$ cat src/rtl/bem2d_pkg.sv
// shared types, constants and constant tables for the 2d laplace boundary element block
// used by bem2d_front, bem2d_fifo, bem2d_back and the top level
package bem2d_pkg;

  localparam int COORD_FRAC_BITS  = 24;
  localparam int RESULT_FRAC_BITS = 20;
  localparam int ACC_FRAC         = 32;
  localparam int EXP_W            = 12;
  localparam int FIFO_DEPTH       = 2;
  localparam int PTR_W            = $clog2(FIFO_DEPTH);
  localparam int CNT_W            = $clog2(FIFO_DEPTH + 1);

  localparam logic [63:0] DEC_ONE = 64'd1000000000000000;

  // pseudo-float: normalized 32-bit mantissa times 2^e, with sign
  typedef struct packed {
    logic                    neg;
    logic signed [EXP_W-1:0] e;
    logic [31:0]             m;
  } pf_t;

  // classified pair handed from front end to back end
  typedef struct packed {
    logic [32:0]        udx;
    logic               dx_neg;
    logic [32:0]        udy;
    logic               dy_neg;
    logic signed [34:0] s2x;
    logic signed [34:0] s2y;
    logic               singular;
    logic               last;
  } desc_t;

  // floor(n * 2^bits / 10^15), elaboration only
  function automatic logic [63:0] dec_frac(input logic [63:0] n, input int bits);
    logic [63:0] rem;
    logic [63:0] q;
    rem = n;
    q   = '0;
    for (int i = 0; i < bits; i++) begin
      rem = rem << 1;
      q   = q << 1;
      if (rem >= DEC_ONE) begin
        rem  = rem - DEC_ONE;
        q[0] = 1'b1;
      end
    end
    return q;
  endfunction

  // decimal fraction to normalized pseudo-float, elaboration only
  function automatic pf_t pf_const(input logic [63:0] dec);
    logic [63:0] q;
    int          e;
    pf_t         r;
    q = dec_frac(dec, 32);
    e = -32;
    for (int i = 0; i < 32; i++) begin
      if (q < 64'h8000_0000) begin
        q = q << 1;
        e = e - 1;
      end
    end
    r.neg = 1'b0;
    r.e   = EXP_W'(e);
    r.m   = q[31:0];
    return r;
  endfunction

  localparam pf_t LN2_PF    = pf_const(64'd693147180559945);
  localparam pf_t INV4PI_PF = pf_const(64'd79577471545948);
  localparam pf_t INV2PI_PF = pf_const(64'd159154943091895);

  localparam pf_t WEIGHT_PF [3] = '{
    pf_const(64'd171324492379170),
    pf_const(64'd360761573048139),
    pf_const(64'd467913934572691)
  };

  // gauss node magnitudes in q30
  localparam logic [29:0] NODE_Q [3] = '{
    30'(dec_frac(64'd932469514203152, 30)),
    30'(dec_frac(64'd661209386466265, 30)),
    30'(dec_frac(64'd238619186083197, 30))
  };

endpackage

$ cat src/rtl/bem2d_fifo.sv
// short descriptor queue between front end and back end
// depends on bem2d_pkg for the descriptor type and depth
module bem2d_fifo import bem2d_pkg::*; (
  input  logic  clk,
  input  logic  rst,
  input  logic  wr_en,
  input  desc_t wr_data,
  output logic  full,
  input  logic  rd_en,
  output desc_t rd_data,
  output logic  empty
);

  desc_t            mem [FIFO_DEPTH];
  logic [PTR_W-1:0] wr_ptr, rd_ptr;
  logic [CNT_W-1:0] count;

  assign full    = (count == CNT_W'(FIFO_DEPTH));
  assign empty   = (count == '0);
  assign rd_data = mem[rd_ptr];

  always_ff @(posedge clk) begin
    if (rst) begin
      wr_ptr <= '0;
      rd_ptr <= '0;
      count  <= '0;
    end else begin
      if (wr_en) begin
        wr_ptr <= (wr_ptr == PTR_W'(FIFO_DEPTH - 1)) ? '0 : wr_ptr + 1'b1;
      end
      if (rd_en) begin
        rd_ptr <= (rd_ptr == PTR_W'(FIFO_DEPTH - 1)) ? '0 : rd_ptr + 1'b1;
      end
      count <= count + CNT_W'(wr_en) - CNT_W'(rd_en);
    end
  end

  always_ff @(posedge clk) begin
    if (wr_en) begin
      mem[wr_ptr] <= wr_data;
    end
  end

endmodule

$ cat config.mk
export PLATFORM = sky130hd
export DESIGN_NAME = bem2d_fifo
export DESIGN_NICKNAME = d
export VERILOG_FILES = /design/src/rtl/bem2d_pkg.sv /design/src/rtl/bem2d_fifo.sv
export SDC_FILE = /design/constraint.sdc
export NUM_CORES = 1
export LEC_CHECK = 0
export BUFFER_PORTS_ARGS = -buffer_cell sky130_fd_sc_hd__buf_2
export CAP_MARGIN = 25
export CORE_ASPECT_RATIO = 1.5
export CORE_MARGIN = 2
export CORE_UTILIZATION = 30
export DETAILED_ROUTE_END_ITERATION = 10
export GPL_TIMING_DRIVEN = 0
export HOLD_SLACK_MARGIN = 0.03
export PLACE_DENSITY = 0.57
export SYNTH_ARGS = -nofsm -noshare
export SYNTH_HDL_FRONTEND = slang
export SYNTH_SLANG_ARGS = --single-unit
$ cat constraint.sdc
create_clock -name clk -period 8.1 [get_ports clk]
set_input_delay 0.81 -clock clk [delete_from_list [all_inputs] [get_ports clk]]
set_output_delay 0.81 -clock clk [all_outputs]
set_load 0.1 [all_outputs]
---- Yosys cells after proc, flatten, opt, wreduce, memory -nomap -nowiden ----
Memory sizes are Yosys's and may differ from the RTL's. A register that Yosys moved wholly into a read port is not among the register bits.
Index checks and enable logic that the tools add are counted.
cells by class
  add/sub/neg operators ................... 4
  eq/ne operators ......................... 1
  multiplexer cells ....................... 6
  reductions and logical operators ........ 1
operators with widths
  cell                 count
  $mux 1               6
  $add 1x1->1 const B  2
  $add 2x1->2          1
  $eq 2x2->1 const B   1
  $logic_not 2->1      1
  $sub 2x1->2          1
storage, ports and cells
  flip-flop bits (word level) ............. 4
  memory bits (writable) .................. 280
  bits of input ports ..................... 144
  output and inout bits ................... 142
  logic and storage cells ................. 16
  memories ................................ 1
memory list
  name  depth  width  read ports  clocked after memory_dff  wr ports  line              source
  mem   2      140    1           1                         1         bem2d_fifo.sv:14  desc_t mem [FIFO_DEPTH];

---- Logic depth before layout (Yosys ltp) ----
  word-level depth ........................ 4
  gate-level depth with buffers ........... 6
  depth with buffers taken out ............ 6

---- Worst setup path after synthesis ----
No wires, ideal clock.
  path type ............................... in2reg
  start point ............................. input port wr_en
  end point ............................... memory mem[0][0] (netlist bit), enable pin
  setup time .............................. 0.658 ns
  arrival time ............................ 6.871 ns
  setup slack ............................. 0.571 ns
  stages .................................. 1
  cell sequence ........................... nor2b_1
between the ends
  word-level cells in the longest chain between the ends .. 2
RTL lines
  item                          line              source
  start, declared               bem2d_fifo.sv:6   input logic wr_en,
  $mux 1                        bem2d_fifo.sv:39  if (wr_en) begin
  $mux 1 (not written as such)  bem2d_fifo.sv:40  mem[wr_ptr] <= wr_data;
  end, declared                 bem2d_fifo.sv:14
No other way between the ends.

==> reports/qor.yml <==
fmax_mhz: 356
seq_area_frac_synth_pct: 79.3
grt_pass1_wl_mm: 31.5
whs_ns: 0.459
yosys_warnings: 0
coreArea_um2: 35200
gp_congestion: 0.698
synthArstFlopShare_pct: 0
vias: 5312
grt_use_total_pct: 11.3
grt_pass1_vias: 5643
hpwl_mm: 15.4
postCtsSetupRepairBufs: 0
cts_resized: 0
rrSetupSlack_ns: 6.27
peakVddDrop_uv: 195
synth_edf_count: 280
rsz0062_at_grt: "no"
cts_max_path_buffers: 3
overflow: 0
viasPerCell: 4.17
cp.arrival_ns: 2.00
power_leakage_uw: 0.00530
area_growth_pct: 27.7
port-buffer-count: 285
antenna_found_initial: 6
hold_depth: 1
clkTransAtPathRegs_ns: 0.06
die-area_um2: 37300
clock-root-buffer: "clkbuf_16"
synthDistinctLibCells: 14
fp.dieW_um: 158
start_kind: "flop"
dpl_cell_area_um2: 12900
cts_sinks: 285
worstSetupPathType: "reg2out"
dr.pass1.iters: 4
cts_tree: "done"
cp_max_fo: 10
netlist_area_um2: 10700
powerDensity_nw_per_um2: 280
initial_utilization_pct: 30.5
finalCriticalPeriod_ns: 2.81
cap_violations: 0
fp.dieH_um: 236
syn_area_per_cell_um2: 23.5
nets: 924
ios: 286
drive_gt1_share_pct: 60.6
r2r_cells: 3
slew_headroom_pct: 49.4
period_share_pct: 34.7
clock_latency_ns: 0.53
synth_top_area_share_pct: 78.3
syn_inst: 457
setup_viol: 0
cp_data_required_time_ns: 7.29
status: "finished clean"
design_area_um2: 13700
synth_top_area_cell: "edfxtp_1"
ant_nets: 0
worst_slew_pin_slew_ns: 0.757
hp-start: "wr_data[23]"
grt_max_degree: 60
drc_errors: 0
fillers: 3243
final.setup_skew_ns: 0.00926
setup_slack_ns: 5.29
regToRegStartpoint: "wr_ptr$_SDFFE_PP0P_"
final-hold-violation-count: 0
r2r_end: "mem[0][79]$_DFFE_PP_"
syn_nets: 603
synth_ff_type: "edfxtp_1"
final_max_slew_viol_count: 0
htree_levels: 1
ys_seq_elements: 285
holdCritPathClass: "in2reg"
synth_commonest_cells: "280 x edfxtp_1, 100 x mux2_4, 40 x mux2_2"
cts_hold_buf: 0
drt_iter0_drc: 218
ys_top_cells_by_area: "edfxtp_1 78%, mux2_4 14%, mux2_2 4.2%"
cp-end-kind: "output pin"
rows: 84
synth_most_common_cell: "edfxtp_1"
wl_per_cell_um: 17.3
min_delay_worst_endpoint: "mem[1][23]$_DFFE_PP_"
wirelength_mm: 22.0
cts-buffers-inserted: 27
dp_slack_ns: 5.59
report_power, final:
part	switching, µW	total, µW	internal [µW]	leakage [µW]
Sequential	20.8	1740	1720	0.00267
Combinational	756	974	217	0.00225
Clock	507	1130	621	0.000380
through the flow:
stage,TNS [ns],cells,util [%],power [µW]
6_report,0,1275,38.9,3840
5_1_grt,0,1274,38.9,3990
4_1_cts,0,1270,38.9,3910
3_3_place_gp,-550.46,1215,36.2,2770
2_1_floorplan,0,457,-,2600
3_5_place_dp,0,1222,36.7,2760
layout make-up:
type                    instances  area [µm²]  share of cell area [%]
clock inverters                11        51.3                   0.374
repair buffers                292        1590                    11.6
well taps                     473         592                    4.32
clock buffers                  37         723                    5.27
inverters                       2        7.51                  0.0547
plain buffers                  16         159                    1.16
diodes                          5        12.5                  0.0912
multi-input cells             154        2070                    15.1
flip-flops and latches        285        8510                    62.0
logic make-up (layout without fill, tap and decap cells):
family | count (synthesis) | after routing | share of synthesized area [%]
adder cells (fa/ha/maj) | 2 | 2 | 0.233
multiplexers | 140 | 140 | 18.2
buffers and inverters | 18 | 358 | 1.55
flip-flops | 285 | 285 | 79.3
other | 0 | 5 | 0
XOR/XNOR | 3 | 3 | 0.373
AND/OR/NAND/NOR | 9 | 9 | 0.408
worst max-delay path by stage:
stage                      from              endpoint  slack [ns]  cells past startpoint
after floorplan           wr_en   mem[0][0]$_DFFE_PP_        0.57                      1
after global placement    wr_en  mem[0][50]$_DFFE_PP_       -3.95                      2
after detailed placement  wr_en  mem[0][79]$_DFFE_PP_        5.59                      4
after CTS                  flop          rd_data[111]        5.19                      5
after global routing       flop          rd_data[121]        5.15                      5
final                      flop          rd_data[126]        5.29                      5
layer usage:
metal  routed length [µm]  GRT usage (%)  share of wire, %  vias up
met3                 1560           3.00               7.1       42
met2                12300           21.6                56      187
met5                    7              0             0.032        -
met4                  754           5.13               3.4        2
li1                     -              -                 -     2462
met1                 7400           10.9                34     2619
registers in the layout, indices dropped and copies added (netlist names), named ones only:
signal and cells:
count 2, mem 280, rd_ptr 1, wr_ptr 1
placed cells by master (no fill, tap or decap), drive strengths merged:
cell type  count
ha             2
mux2         140
nor2b          3
dfxtp          5
nor2           5
xnor3          1
diode          5
clkinv        10
and2           1
edfxtp       280
buf          308
xnor2          2
clkbuf        37
inv            3
critical path: stages (launching register included):
cell	delay [ns]
dfxtp_1	0.32
buf_6	0.12
buf_8	0.19
buf_6	0.21
mux2_4	0.31
buf_2	0.29
Power figures use the tool's default switching activity.
